**src/design/olist_pkg.sv**
```systemverilog
// Package for the ordered letter list: request and result structs, command and status codes.
// No dependencies; used by the top level and its checker through scoped names.
`default_nettype none

package olist_pkg;

  // Command codes
  localparam logic [3:0] CMD_PUSH_FRONT = 4'd0;
  localparam logic [3:0] CMD_APPEND     = 4'd1;
  localparam logic [3:0] CMD_INS_BEFORE = 4'd2;
  localparam logic [3:0] CMD_INS_AFTER  = 4'd3;
  localparam logic [3:0] CMD_REMOVE     = 4'd4;
  localparam logic [3:0] CMD_HEAD       = 4'd5;
  localparam logic [3:0] CMD_TAIL       = 4'd6;
  localparam logic [3:0] CMD_LENGTH     = 4'd7;
  localparam logic [3:0] CMD_PRINT      = 4'd8;

  // Status codes
  localparam logic [2:0] ST_OK         = 3'd0;
  localparam logic [2:0] ST_BAD_LETTER = 3'd1;
  localparam logic [2:0] ST_EMPTY      = 3'd2;
  localparam logic [2:0] ST_NOT_FOUND  = 3'd3;
  localparam logic [2:0] ST_FULL       = 3'd4;

  // Accepted letter range
  localparam logic [7:0] LETTER_A = 8'h41;
  localparam logic [7:0] LETTER_Z = 8'h5A;

  typedef struct packed {
    logic [3:0] command;
    logic [7:0] letter;
    logic [7:0] anchor;
  } in_req_t;

  typedef struct packed {
    logic [2:0] status;
    logic [7:0] value;
    logic [4:0] entries;
    logic       last;
  } out_res_t;

endpackage

`default_nettype wire

```
**src/design/ordered_letter_list.sv**
```systemverilog
// Ordered letter list: a linked list of letters held in a slot memory and a link memory.
// Depends on olist_pkg for the request/result structs and the command and status codes.
//
// A request is taken when start is high and busy is low; busy is high while a request
// is in progress. Results appear on out_res for one cycle each, marked by out_valid, and
// cannot be held off. After reset the link memory is initialised into a free chain, one
// slot a cycle, and busy stays high until the chain is built. An insert before the head
// is a push to the front and an insert after the tail is an append; an insert whose
// anchor is missing appends the letter, and a remove of a missing letter reports not
// found. Print gives one result per entry on consecutive cycles, the last flagged. The
// walk is paced by the read address shared by the two memories, which also serves every
// other read.
`default_nettype none

module ordered_letter_list #(
  parameter int CAPACITY = 16
) (
  input  wire                  clk,
  input  wire                  rst_n,
  input  wire                  start,
  output logic                 busy,
  input  olist_pkg::in_req_t   in_req,
  output logic                 out_valid,
  output olist_pkg::out_res_t  out_res
);

  localparam int IW = $clog2(CAPACITY);
  localparam int CW = $clog2(CAPACITY + 1);

  // Sequencer states
  localparam logic [2:0] S_INIT    = 3'd0;
  localparam logic [2:0] S_IDLE    = 3'd1;
  localparam logic [2:0] S_HEAD    = 3'd2;
  localparam logic [2:0] S_WALK    = 3'd3;
  localparam logic [2:0] S_COMMIT  = 3'd4;
  localparam logic [2:0] S_COMMIT2 = 3'd5;
  localparam logic [2:0] S_PRINT   = 3'd6;

  // Update kinds applied in the commit states
  localparam logic [2:0] M_FRONT  = 3'd0;
  localparam logic [2:0] M_BACK   = 3'd1;
  localparam logic [2:0] M_BEFORE = 3'd2;
  localparam logic [2:0] M_AFTER  = 3'd3;
  localparam logic [2:0] M_REMOVE = 3'd4;

  // Memories and their registered read data
  logic [7:0]    letter_mem [CAPACITY];
  logic [IW-1:0] link_mem   [CAPACITY];
  logic [7:0]    letter_rd_r;
  logic [IW-1:0] link_rd_r;

  // Control and list registers
  logic [2:0]    state_r, state_nxt;
  logic [2:0]    mode_r, mode_nxt;
  logic [3:0]    cmd_r, cmd_nxt;
  logic [7:0]    letter_r, letter_nxt;
  logic [7:0]    key_r, key_nxt;
  logic [IW-1:0] first_r, first_nxt;
  logic [IW-1:0] last_r, last_nxt;
  logic [IW-1:0] free_r, free_nxt;
  logic [IW-1:0] cur_r, cur_nxt;
  logic [IW-1:0] before_r, before_nxt;
  logic [IW-1:0] pos_r, pos_nxt;
  logic [IW-1:0] prev_r, prev_nxt;
  logic [IW-1:0] pos_link_r, pos_link_nxt;
  logic [IW-1:0] slot_r, slot_nxt;
  logic [IW-1:0] init_r, init_nxt;
  logic [CW-1:0] count_r, count_nxt;
  logic [CW-1:0] step_r, step_nxt;
  logic                 out_valid_r, out_valid_nxt;
  olist_pkg::out_res_t  out_r, out_nxt;

  // Memory port controls
  logic          rd_en;
  logic [IW-1:0] rd_addr;
  logic          let_we;
  logic [IW-1:0] let_addr;
  logic [7:0]    let_wdata;
  logic          lnk_we;
  logic [IW-1:0] lnk_addr;
  logic [IW-1:0] lnk_wdata;

  // Decode helpers
  logic          is_letter;
  logic          hit;
  logic          last_step;
  logic [31:0]   cnt_wide;

  assign is_letter = (in_req.letter >= olist_pkg::LETTER_A) &&
                     (in_req.letter <= olist_pkg::LETTER_Z);
  assign hit       = (letter_rd_r == key_r);
  assign last_step = (step_r == (count_r - CW'(1)));

  // Slot memory: one write, one registered read
  always_ff @(posedge clk) begin
    if (let_we) letter_mem[let_addr] <= let_wdata;
    if (rd_en) letter_rd_r <= letter_mem[rd_addr];
  end

  // Link memory: one write, one registered read at the same address as the slot memory
  always_ff @(posedge clk) begin
    if (lnk_we) link_mem[lnk_addr] <= lnk_wdata;
    if (rd_en) link_rd_r <= link_mem[rd_addr];
  end

  // Sequencer next-state and memory access decisions
  always_comb begin
    state_nxt     = state_r;
    mode_nxt      = mode_r;
    cmd_nxt       = cmd_r;
    letter_nxt    = letter_r;
    key_nxt       = key_r;
    first_nxt     = first_r;
    last_nxt      = last_r;
    free_nxt      = free_r;
    cur_nxt       = cur_r;
    before_nxt    = before_r;
    pos_nxt       = pos_r;
    prev_nxt      = prev_r;
    pos_link_nxt  = pos_link_r;
    slot_nxt      = slot_r;
    init_nxt      = init_r;
    count_nxt     = count_r;
    step_nxt      = step_r;
    out_valid_nxt = 1'b0;
    out_nxt       = out_r;
    rd_en         = 1'b0;
    rd_addr       = first_r;
    let_we        = 1'b0;
    let_addr      = free_r;
    let_wdata     = letter_r;
    lnk_we        = 1'b0;
    lnk_addr      = free_r;
    lnk_wdata     = first_r;

    case (state_r)
      // Build the free chain: slot i links to slot i+1, wrapping at the end
      S_INIT: begin
        lnk_we   = 1'b1;
        lnk_addr = init_r;
        if (init_r == IW'(CAPACITY - 1)) begin
          lnk_wdata = '0;
          state_nxt = S_IDLE;
        end else begin
          lnk_wdata = init_r + IW'(1);
          init_nxt  = init_r + IW'(1);
        end
      end

      // Take a request and check it
      S_IDLE: begin
        if (start) begin
          cmd_nxt    = in_req.command;
          letter_nxt = in_req.letter;
          key_nxt    = (in_req.command == olist_pkg::CMD_REMOVE) ? in_req.letter
                                                                 : in_req.anchor;
          out_nxt.value = '0;
          out_nxt.last  = 1'b1;
          out_nxt.status = olist_pkg::ST_OK;
          if ((in_req.command <= olist_pkg::CMD_REMOVE) && !is_letter) begin
            out_valid_nxt  = 1'b1;
            out_nxt.status = olist_pkg::ST_BAD_LETTER;
          end else if ((in_req.command <= olist_pkg::CMD_INS_AFTER) &&
                       (count_r == CW'(CAPACITY))) begin
            out_valid_nxt  = 1'b1;
            out_nxt.status = olist_pkg::ST_FULL;
          end else if ((in_req.command >= olist_pkg::CMD_INS_BEFORE) &&
                       (in_req.command <= olist_pkg::CMD_TAIL) && (count_r == '0)) begin
            out_valid_nxt  = 1'b1;
            out_nxt.status = olist_pkg::ST_EMPTY;
          end else begin
            case (in_req.command)
              olist_pkg::CMD_PUSH_FRONT, olist_pkg::CMD_APPEND: begin
                mode_nxt  = (in_req.command == olist_pkg::CMD_APPEND) ? M_BACK : M_FRONT;
                rd_en     = 1'b1;
                rd_addr   = free_r;
                state_nxt = S_COMMIT;
              end
              olist_pkg::CMD_INS_BEFORE, olist_pkg::CMD_INS_AFTER,
              olist_pkg::CMD_REMOVE: begin
                rd_en      = 1'b1;
                rd_addr    = first_r;
                cur_nxt    = first_r;
                before_nxt = first_r;
                step_nxt   = '0;
                state_nxt  = S_WALK;
              end
              olist_pkg::CMD_HEAD: begin
                rd_en     = 1'b1;
                rd_addr   = first_r;
                state_nxt = S_HEAD;
              end
              olist_pkg::CMD_TAIL: begin
                rd_en     = 1'b1;
                rd_addr   = last_r;
                state_nxt = S_HEAD;
              end
              olist_pkg::CMD_PRINT: begin
                if (count_r == '0) begin
                  out_valid_nxt  = 1'b1;
                  out_nxt.status = olist_pkg::ST_EMPTY;
                end else begin
                  rd_en     = 1'b1;
                  rd_addr   = first_r;
                  step_nxt  = '0;
                  state_nxt = S_PRINT;
                end
              end
              default: begin
                // length and unused codes
                out_valid_nxt = 1'b1;
              end
            endcase
          end
        end
      end

      // Head or tail letter has been read
      S_HEAD: begin
        out_valid_nxt  = 1'b1;
        out_nxt.status = olist_pkg::ST_OK;
        out_nxt.value  = letter_rd_r;
        out_nxt.last   = 1'b1;
        state_nxt      = S_IDLE;
      end

      // Search the chain one entry a cycle
      S_WALK: begin
        if (hit) begin
          pos_nxt      = cur_r;
          prev_nxt     = before_r;
          pos_link_nxt = link_rd_r;
          state_nxt    = S_COMMIT;
          case (cmd_r)
            olist_pkg::CMD_INS_BEFORE: begin
              mode_nxt = (cur_r == first_r) ? M_FRONT : M_BEFORE;
              rd_en    = 1'b1;
              rd_addr  = free_r;
            end
            olist_pkg::CMD_INS_AFTER: begin
              mode_nxt = (cur_r == last_r) ? M_BACK : M_AFTER;
              rd_en    = 1'b1;
              rd_addr  = free_r;
            end
            default: mode_nxt = M_REMOVE;
          endcase
        end else if (last_step) begin
          if (cmd_r == olist_pkg::CMD_REMOVE) begin
            out_valid_nxt  = 1'b1;
            out_nxt.status = olist_pkg::ST_NOT_FOUND;
            out_nxt.value  = '0;
            out_nxt.last   = 1'b1;
            state_nxt      = S_IDLE;
          end else begin
            // anchor missing: the letter goes to the end
            mode_nxt  = M_BACK;
            rd_en     = 1'b1;
            rd_addr   = free_r;
            state_nxt = S_COMMIT;
          end
        end else begin
          before_nxt = cur_r;
          cur_nxt    = link_rd_r;
          step_nxt   = step_r + CW'(1);
          rd_en      = 1'b1;
          rd_addr    = link_rd_r;
        end
      end

      // First write cycle; link_rd_r holds the link of the free head for inserts
      S_COMMIT: begin
        slot_nxt = free_r;
        case (mode_r)
          M_FRONT: begin
            free_nxt  = link_rd_r;
            let_we    = 1'b1;
            count_nxt = count_r + CW'(1);
            if (count_r == '0) begin
              last_nxt = free_r;
            end else begin
              lnk_we    = 1'b1;
              lnk_addr  = free_r;
              lnk_wdata = first_r;
            end
            first_nxt = free_r;
          end
          M_BACK: begin
            free_nxt  = link_rd_r;
            let_we    = 1'b1;
            count_nxt = count_r + CW'(1);
            if (count_r == '0) begin
              first_nxt = free_r;
            end else begin
              lnk_we    = 1'b1;
              lnk_addr  = last_r;
              lnk_wdata = free_r;
            end
            last_nxt = free_r;
          end
          M_BEFORE: begin
            free_nxt  = link_rd_r;
            let_we    = 1'b1;
            count_nxt = count_r + CW'(1);
            lnk_we    = 1'b1;
            lnk_addr  = free_r;
            lnk_wdata = pos_r;
          end
          M_AFTER: begin
            free_nxt  = link_rd_r;
            let_we    = 1'b1;
            count_nxt = count_r + CW'(1);
            lnk_we    = 1'b1;
            lnk_addr  = free_r;
            lnk_wdata = pos_link_r;
          end
          default: begin
            // remove: unlink, then return the slot to the free chain
            if (pos_r == first_r) begin
              first_nxt = pos_link_r;
            end else begin
              lnk_we    = 1'b1;
              lnk_addr  = prev_r;
              lnk_wdata = pos_link_r;
            end
            if (pos_r == last_r) last_nxt = prev_r;
            count_nxt = count_r - CW'(1);
            free_nxt  = pos_r;
          end
        endcase
        if ((mode_r == M_FRONT) || (mode_r == M_BACK)) begin
          out_valid_nxt  = 1'b1;
          out_nxt.status = olist_pkg::ST_OK;
          out_nxt.value  = '0;
          out_nxt.last   = 1'b1;
          state_nxt      = S_IDLE;
        end else begin
          state_nxt = S_COMMIT2;
        end
      end

      // Second link write for middle inserts and remove
      S_COMMIT2: begin
        lnk_we    = 1'b1;
        lnk_wdata = slot_r;
        lnk_addr  = (mode_r == M_BEFORE) ? prev_r : pos_r;
        out_valid_nxt  = 1'b1;
        out_nxt.status = olist_pkg::ST_OK;
        out_nxt.value  = '0;
        out_nxt.last   = 1'b1;
        state_nxt      = S_IDLE;
      end

      // Stream the list, one entry a cycle
      S_PRINT: begin
        out_valid_nxt  = 1'b1;
        out_nxt.status = olist_pkg::ST_OK;
        out_nxt.value  = letter_rd_r;
        out_nxt.last   = last_step;
        if (last_step) begin
          state_nxt = S_IDLE;
        end else begin
          step_nxt = step_r + CW'(1);
          rd_en    = 1'b1;
          rd_addr  = link_rd_r;
        end
      end

      default: state_nxt = S_IDLE;
    endcase

    // Entry count after the request, cut to the result field
    cnt_wide        = 32'(count_nxt);
    out_nxt.entries = cnt_wide[4:0];
  end

  // Control state
  always_ff @(posedge clk) begin
    if (!rst_n) begin
      state_r     <= S_INIT;
      init_r      <= '0;
      first_r     <= '0;
      last_r      <= '0;
      free_r      <= '0;
      count_r     <= '0;
      out_valid_r <= 1'b0;
    end else begin
      state_r     <= state_nxt;
      init_r      <= init_nxt;
      first_r     <= first_nxt;
      last_r      <= last_nxt;
      free_r      <= free_nxt;
      count_r     <= count_nxt;
      out_valid_r <= out_valid_nxt;
    end
  end

  // Working registers and result payload
  always_ff @(posedge clk) begin
    mode_r     <= mode_nxt;
    cmd_r      <= cmd_nxt;
    letter_r   <= letter_nxt;
    key_r      <= key_nxt;
    cur_r      <= cur_nxt;
    before_r   <= before_nxt;
    pos_r      <= pos_nxt;
    prev_r     <= prev_nxt;
    pos_link_r <= pos_link_nxt;
    slot_r     <= slot_nxt;
    step_r     <= step_nxt;
    out_r      <= out_nxt;
  end

  assign busy      = (state_r != S_IDLE);
  assign out_valid = out_valid_r;
  assign out_res   = out_r;

endmodule

`default_nettype wire

```
**config.mk**
```make
export PLATFORM = sky130hd
export DESIGN_NAME = ordered_letter_list
export DESIGN_NICKNAME = d
export VERILOG_FILES = /design/src/design/olist_pkg.sv /design/src/design/ordered_letter_list.sv
export SDC_FILE = /design/constraint.sdc
export NUM_CORES = 1
export LEC_CHECK = 0
export BUFFER_PORTS_ARGS = -buffer_cell sky130_fd_sc_hd__buf_2
export CAP_MARGIN = 20
export CORE_AREA = 2 2 187 189
export DETAILED_ROUTE_END_ITERATION = 8
export DIE_AREA = 0 0 189 191
export GPL_TIMING_DRIVEN = 0
export SYNTH_ARGS = -nofsm -noshare
export SYNTH_HDL_FRONTEND = slang
export SYNTH_SLANG_ARGS = --single-unit
```
**constraint.sdc**
```tcl
create_clock -name clk -period 3.9 [get_ports clk]
set_input_delay 0.195 -clock clk [delete_from_list [all_inputs] [get_ports clk]]
set_output_delay 0.195 -clock clk [all_outputs]
set_load 0.005 [all_outputs]
```
==> summary.md, run 1 <==
| Metric | Value |
|---|---|
| Status | `finished, final reports clean` |
| Unrepaired setup endpoints after global routing | `false` |
| CP max stage delay | `~1.0 ns` |
| Vias in the first global route | `9,599` |
| Multi-input logic area | `around 4600 um^2` |
| Final Instance Count excl. Fillers | `~1,800` |
| Via density | `approximately 5.6` |
| Remaining Overflow, GRT | `0` |
| CP max stage cell | `nor3b_1` |
| Power per Cell Area | `roughly 430 nW/um^2` |
| Min Clock Period, post-route | `3.815 ns` |
| Row count | `slightly below 70` |
| MaxCap Viol Count | `0` |
| Width of the die | `roughly 190 um` |
| Commonest non-fill, non-tap cells in the layout | `edfxtp_1, nand2_1, nand3_1` |
| Crit. End Element | `flop` |
| WL final | `38,000 um` |
| Final Wtd Congestion | `0.9317` |
| Layout Skew | `0.02711 ns` |
| Setup_tns | `0 ns` |
| CTS tree | `yes` |
| CP Launch Type | `flop` |
| Vert. Die Dim | `191 um` |
| Antenna-violating nets left | `0` |
| Fin. max-slew vios | `0` |
| Post-synth EDFFs | `~270` |
| FF+latch count, synth | `approximately 300` |
| Buf/Inv on CP | `3` |
| CP max FO | `10` |
| Pwr Total | `6.736 mW` |
| Period Utilization, post-route | `just under 100%` |
| Largest net degree at the start of global routing | `22` |
| Switching pwr | `around 1.4 mW` |
| Gate power share | `under 10%` |
| Vias post-DR | `approximately 10,000` |
| Netlist cell types | `between 60 and 70` |
| Num CTS Buffers | `34` |
| Sequential cell area | `8650 um^2` |
| Starting Density | `approximately two fifths` |
| Final Cell Area | `15,790 um^2` |
| Clk slew on worst S/H paths | `roughly 0.060 ns` |
| Worst IR Drop VDD | `0.3469 mV` |
| Internal | `5.354 mW` |
| Sequential area share after synthesis | `between 60% and 70%` |
| Seq pwr share | `between 50% and 60%` |
| Final #Nets | `between 1,000 and 1,500` |
| Hold Path Stages | `2` |
| CTS sink cnt | `roughly 300` |
| Synth-to-Final Area Change | `16.90%` |
| Cell area after placement | `14,360 um^2` |
| Dpl cells | `about 1,700` |
| Predominant post-synthesis flop cell | `edfxtp_1` |
| Post-synth ARST share | `0%` |
| Commonest non-fill, non-tap cell in the layout | `edfxtp_1` |
| Mapped Area | `between 10,000 and 15,000 um^2` |
| DR WL/cell | `approximately 21 um` |
| First-pass GRT wire length | `around 57,000 um` |
| Syn nets | `1,237` |
| Slew Limit Headroom | `14.55%` |
| WP depth | `11` |
| CTS Root Cell | `clkbuf_16` |
| H-tree depth | `2` |
| Drt drc | `0` |
| Die ar. | `around 36,000 um^2` |
| Lkg Pwr | `5.728 nW` |
| Core area | `approximately 34,000 um^2` |
| Required @ worst endpoint | `between 4 and 5 ns` |
| GRT Resource Usage Total | `between 20% and 30%` |
| CP cell instances | `nor3b_1 > nor3_2 > o21a_1 > or4_1 > buf_2 > buf_6 > buf_2 > nand2_1 > nand3_1 > nand3_1 > nand4_1` |
| Final core occ | `about 46%` |
| Sw frac | `20.53%` |
| Top Ports | `between 40 and 50` |
| Ys Warns | `0` |
| Clock buffer depth | `3` |
| Clock network power share | `between 40% and 50%` |
| Slew @ Worst Pin | `~1.3 ns` |
| Top Family by Delay on Critical Path | `simple AND/OR/NAND/NOR gates` |
| Worst Hold Class | `primary input to flop` |
| Number of diodes | `0` |
| F_max | `roughly 260 MHz` |
| Filler instances | `roughly 3,100` |
| Avg Cell Area, Syn | `around 11 um^2` |
| Initial DRC count | `about 1,000` |
| Layout cell share with drive strength beyond 1 | `~14%` |
| DPL Wire Length | `26,860 um` |
| Initial antenna violation count | `0` |
| Final Hold Viols | `0` |
| Buffers on Ports | `between 40 and 50` |
| 1st-pass router iterations | `7` |
| Critical path class | `flop to flop` |
| Path depth of the worst reg2reg path | `11` |
| Post-synthesis cell count | `around 1,200` |
| Worst skew pair latency | `~0.52 ns` |
| Final setup viols | `0` |
| Data arrival, critical path | `between 4 and 5 ns` |
-- worst register-to-register path, delay by kind of cell (launching register included) --
family	cells	cell delay, ns
and+or+nand+nor	7	2.29
buffers and inverters	3	0.53
DFF	1	0.37
AOI/OAI and AO/OA	1	0.28
-- sequential cells by signal (all words and copies together) (netlist names) --
register and count:
cmd_r 4, let_wdata 8, out_valid 1, link_mem 64
pos_link_r 4, link_rd_r 4, out_res 17, state_r 3
init_r 4, slot_r 4, letter_mem 128, pos_r 4
cur_r 4, key_r 8, last_r 4, letter_rd_r 8
before_r 4, prev_r 4, step_r 5, free_r 4
count_r 5, mode_r 3, first_r 4
-- repair_timing --
item | in CTS | in global routing
setup buffers | 1 | 2
hold buffers | 20 | 0
setup endpoints to repair | 12 | 52
gates resized for setup | 11 | 21
hold endpoints to repair | 22 | 0
pin swaps | 0 | 4
-- final timing paths --
check                                 start        endpoint  slack [ns]
worst max-delay path               cmd_r[3]  letter_rd_r[0]        0.09
worst min-delay path              in_req[1]        key_r[1]        0.02
worst max register to register     cmd_r[3]  letter_rd_r[0]        0.09
worst min register to register  before_r[0]       prev_r[0]        0.41
-- layout make-up --
| type | count | area share [%] |
|---|---|---|
| tap | 455 | 3.605 |
| clock inverter | 13 | 0.7051 |
| inverter | 9 | 0.2139 |
| timing repair buffer | 73 | 3.161 |
| clock buffer | 45 | 6.124 |
| multi-input combinational | 830 | 29.30 |
| sequential | 298 | 54.77 |
| buffer | 71 | 2.131 |
-- power groups by stage --
| stage | combinational (mW) | clock [mW] | sequential [mW] |
|---|---|---|---|
| 3_3_place_gp | 0.134 | 0 | 3.55 |
| 3_5_place_dp | 0.140 | 0 | 3.55 |
| 4_1_cts | 0.157 | 3.14 | 3.48 |
| 2_1_floorplan | 0.0830 | 0 | 3.54 |
| 6_report | 0.164 | 3.09 | 3.48 |
| 5_1_grt | 0.176 | 3.25 | 3.48 |
-- cells in the mapped netlist, types with 9 or more instances --
cell      instances  share of area (%)
clkbuf_1         36                1.0
mux2_2            9               0.75
nand2b_1          9               0.42
o211a_1           9               0.67
o21ai_0          23               0.85
nor3_1           21               0.78
nand2_1         261                7.3
mux2i_1          13               0.96
nand3_1         153                5.7
and2_1           18               0.83
dfxtp_1          30                4.4
xor2_1           19                1.2
xnor2_1          27                1.8
buf_2            32                1.2
o22ai_1          10               0.46
nand4_1          18               0.83
edfxtp_1        268                 60
a21oi_1          37                1.4
nor2_1           89                2.5
-- layer usage --
metal	vias up	part of all wire, %	global-route usage, %
li1	4630	-	-
met1	4880	43	28.28
met2	403	47	34.29
met3	80	6.5	3.800
met4	0	2.8	6.400
met5	-	0	0
-- through the flow --
step           setup WS, ns  hold WS [ns]
2_1_floorplan        0.7539        0.2939
3_3_place_gp        -0.5849        0.4007
3_5_place_dp        -0.4126        0.3982
4_1_cts            0.009620      0.004141
5_1_grt            0.006266       0.02024
6_report            0.08503       0.01863
-- cell families after synthesis --
logic type      count (synthesis)  synth area share, %
mux                            22                1.713
buf+inv                        82                2.713
flops                         298                64.01
compound gates                150                7.789
xor+xnor                       46                2.982
fa+ha+maj                       4               0.3705
simple gates                  608                20.42
Power figures use the tool's default switching activity.
==> inputs of run 2 (changes only) <==
--- a/config.mk
+++ b/config.mk
@@ -8,6 +8,7 @@
 export BUFFER_PORTS_ARGS = -buffer_cell sky130_fd_sc_hd__buf_2
 export CAP_MARGIN = 20
 export CORE_AREA = 2 2 187 189
+export CTS_CLUSTER_SIZE = 25
 export DETAILED_ROUTE_END_ITERATION = 8
 export DIE_AREA = 0 0 189 191
 export GPL_TIMING_DRIVEN = 0
==> constraint.sdc (replaced) <==
create_clock -name clk -period 3.85 [get_ports clk]
set_input_delay 0.1925 -clock clk [delete_from_list [all_inputs] [get_ports clk]]
set_output_delay 0.1925 -clock clk [all_outputs]
set_load 0.005 [all_outputs]
==> summary.md, run 2 (synthesis results as in run 1) <==
| Metric | Value |
|---|---|
| R2r setup slk | `0.11 ns` |
| Data arrival, critical path | `3.93 ns` |
| Seq pwr share | `between 50% and 60%` |
| H-tree depth | `2` |
| Sw frac | `between 20% and 30%` |
| WL final | `38,050 um` |
| Remaining Overflow, GRT | `0` |
| Min Clock Period, post-route | `3.736 ns` |
| MaxCap Viol Count | `0` |
| Layout Skew | `around 0.028 ns` |
| Filler instances | `around 3,100` |
| Sequential cell area | `approximately 8700 um^2` |
| CP max FO | `10` |
| Setup_tns | `0 ns` |
| Final #Nets | `1,344` |
| Met2 GRT Util | `between 30% and 40%` |
| Buffers on Ports | `41` |
| Period Utilization, post-route | `between 90% and 100%` |
| Layout cell share with drive strength beyond 1 | `between 10% and 20%` |
| Worst skew pair latency | `between 0.5 and 0.6 ns` |
| Slew Limit Headroom | `a little under a third` |
| R2r endpoint | `letter_rd_r[0]` |
| Number of diodes | `0` |
| Die ar. | `~36,000 um^2` |
| Hold path start | `in_req[1]` |
| Internal | `5.423 mW` |
| CTS sink cnt | `298` |
| GRT Resource Usage Total | `between 20% and 30%` |
| Crit. End Element | `flop` |
| Final core occ | `46.33%` |
| Slew @ Worst Pin | `around 1 ns` |
| Final setup viols | `0` |
| DR WL/cell | `21.21 um` |
| Antenna-violating nets left | `0` |
| First-pass GRT wire length | `between 50,000 and 60,000 um` |
| Worst Hold Class | `primary input to flop` |
| Power per Cell Area | `between 400 and 500 nW/um^2` |
| CP startpoint | `cmd_r[0]` |
| Required @ worst endpoint | `around 4.0 ns` |
| Pwr Total | `6.823 mW` |
| F_max | `about 270 MHz` |
| Met1 usage | `around 28%` |
| Largest net degree at the start of global routing | `22` |
| Clock network power share | `a little under half` |
| Commonest non-fill, non-tap cells in the layout | `edfxtp_1, nand2_1, nand3_1` |
| Drt drc | `0` |
| Fin. max-slew vios | `0` |
| Num CTS Buffers | `34` |
| Met3 GRT Util | `3.800%` |
| Clk slew on worst S/H paths | `roughly 0.06 ns` |
| Critical path class | `flop to flop` |
| CP Launch Type | `flop` |
| Synth-to-Final Area Change | `16.99%` |
| Max FFs per register | `between 100 and 150` |
| Lkg Pwr | `around 5.7 nW` |
| Reg-to-Reg Start | `cmd_r[0]` |
| Vias in the first global route | `roughly 9,600` |
| Most used routing layer | `met2` |
| Multi-input logic area | `about 4600 um^2` |
| Commonest non-fill, non-tap cell in the layout | `edfxtp_1` |
| Most flop-heavy register | `letter_mem` |
| Starting Density | `39.60%` |
| Initial DRC count | `1,041` |
| Vias post-DR | `roughly 10,000` |
| Worst IR Drop VDD | `between 0.3 and 0.4 mV` |
| CTS tree | `yes` |
| Path depth of the worst reg2reg path | `12` |
| Core area | `around 34,000 um^2` |
| Hold Path Stages | `2` |
| Via density | `between 5 and 6` |
| Final Hold Viols | `0` |
| Initial antenna violation count | `0` |
| Width of the die | `around 190 um` |
| Switching pwr | `~1.4 mW` |
| Gate power share | `around 2.4%` |
| DPL Wire Length | `about 27,000 um` |
| WHS Endpoint | `key_r[1]` |
| Row count | `68` |
| Status | `finished, final reports clean` |
| Vert. Die Dim | `around 190 um` |
| CTS Root Cell | `clkbuf_16` |
| Top Ports | `42` |
| 1st-pass router iterations | `6` |
| Clock buffer depth | `3` |
| Final Wtd Congestion | `0.9317` |
run 2: power by group through the flow:
stage / Combinational (mW) / Clock, mW / Sequential, mW
6_report: 0.165 / 3.13 / 3.53
5_1_grt: 0.179 / 3.29 / 3.53
4_1_cts: 0.159 / 3.18 / 3.53
3_5_place_dp: 0.142 / 0 / 3.59
3_3_place_gp: 0.136 / 0 / 3.59
2_1_floorplan: 0.0841 / 0 / 3.59
run 2: repair_timing:
action	in CTS	in global routing
setup buffers	1	3
pin swaps	0	3
endpoints found under the setup margin	12	28
endpoints found under the hold margin	23	0
cloned	0	0
hold buffers	20	0
gates resized for setup	12	25
run 2: area by class of cell:
type / count / share of cell area [%]
clock buffer: 45 / 6.119
tap: 455 / 3.602
multi-input combinational: 830 / 29.31
buffer: 70 / 2.114
timing repair buffer: 74 / 3.206
inverter: 9 / 0.2137
sequential: 298 / 54.73
clock inverter: 13 / 0.7045
run 2: metal layers:
layer  routed length [um]  part of all wire [%]
met1                16460                    43
met2                17980                    47
met3                 2582                   6.8
met4                 1036                   2.7
met5                    0                     0
run 2: stage by stage:
step	instance area [um^2]	setup slack, ns	instances	hold slack, ns
2_1_floorplan	13510	0.7039	1210	0.2914
6_report	15810	0.1137	1794	0.01763
5_1_grt	15810	-0.01775	1794	0.01774
4_1_cts	15700	0.02143	1792	0.001641
3_3_place_gp	14290	-0.6349	1706	0.3982
3_5_place_dp	14360	-0.4626	1713	0.3957
run 2: worst max-delay path: stages, from the launching register on:
cell	delay, ns
edfxtp_1	0.53
or4b_1	0.56
clkbuf_1	0.24
nor2_1	0.19
nand2_1	0.14
a21oi_2	0.36
o31ai_2	0.12
nand3_1	0.16
clkbuf_2	0.27
clkbuf_2	0.32
nand3_1	0.14
nand3_1	0.15
nand4_1	0.22
run 2: worst max path at each step:
| stage | end | slack [ns] | depth (start not counted) |
|---|---|---|---|
| 2_1_floorplan | letter_rd_r[6] | 0.70 | 14 |
| 3_3_place_gp | letter_rd_r[2] | -0.63 | 14 |
| 3_5_place_dp | letter_rd_r[2] | -0.46 | 13 |
| 4_1_cts | letter_rd_r[2] | 0.02 | 15 |
| 5_1_grt | letter_rd_r[1] | -0.02 | 13 |
| 6_report | letter_rd_r[0] | 0.11 | 12 |
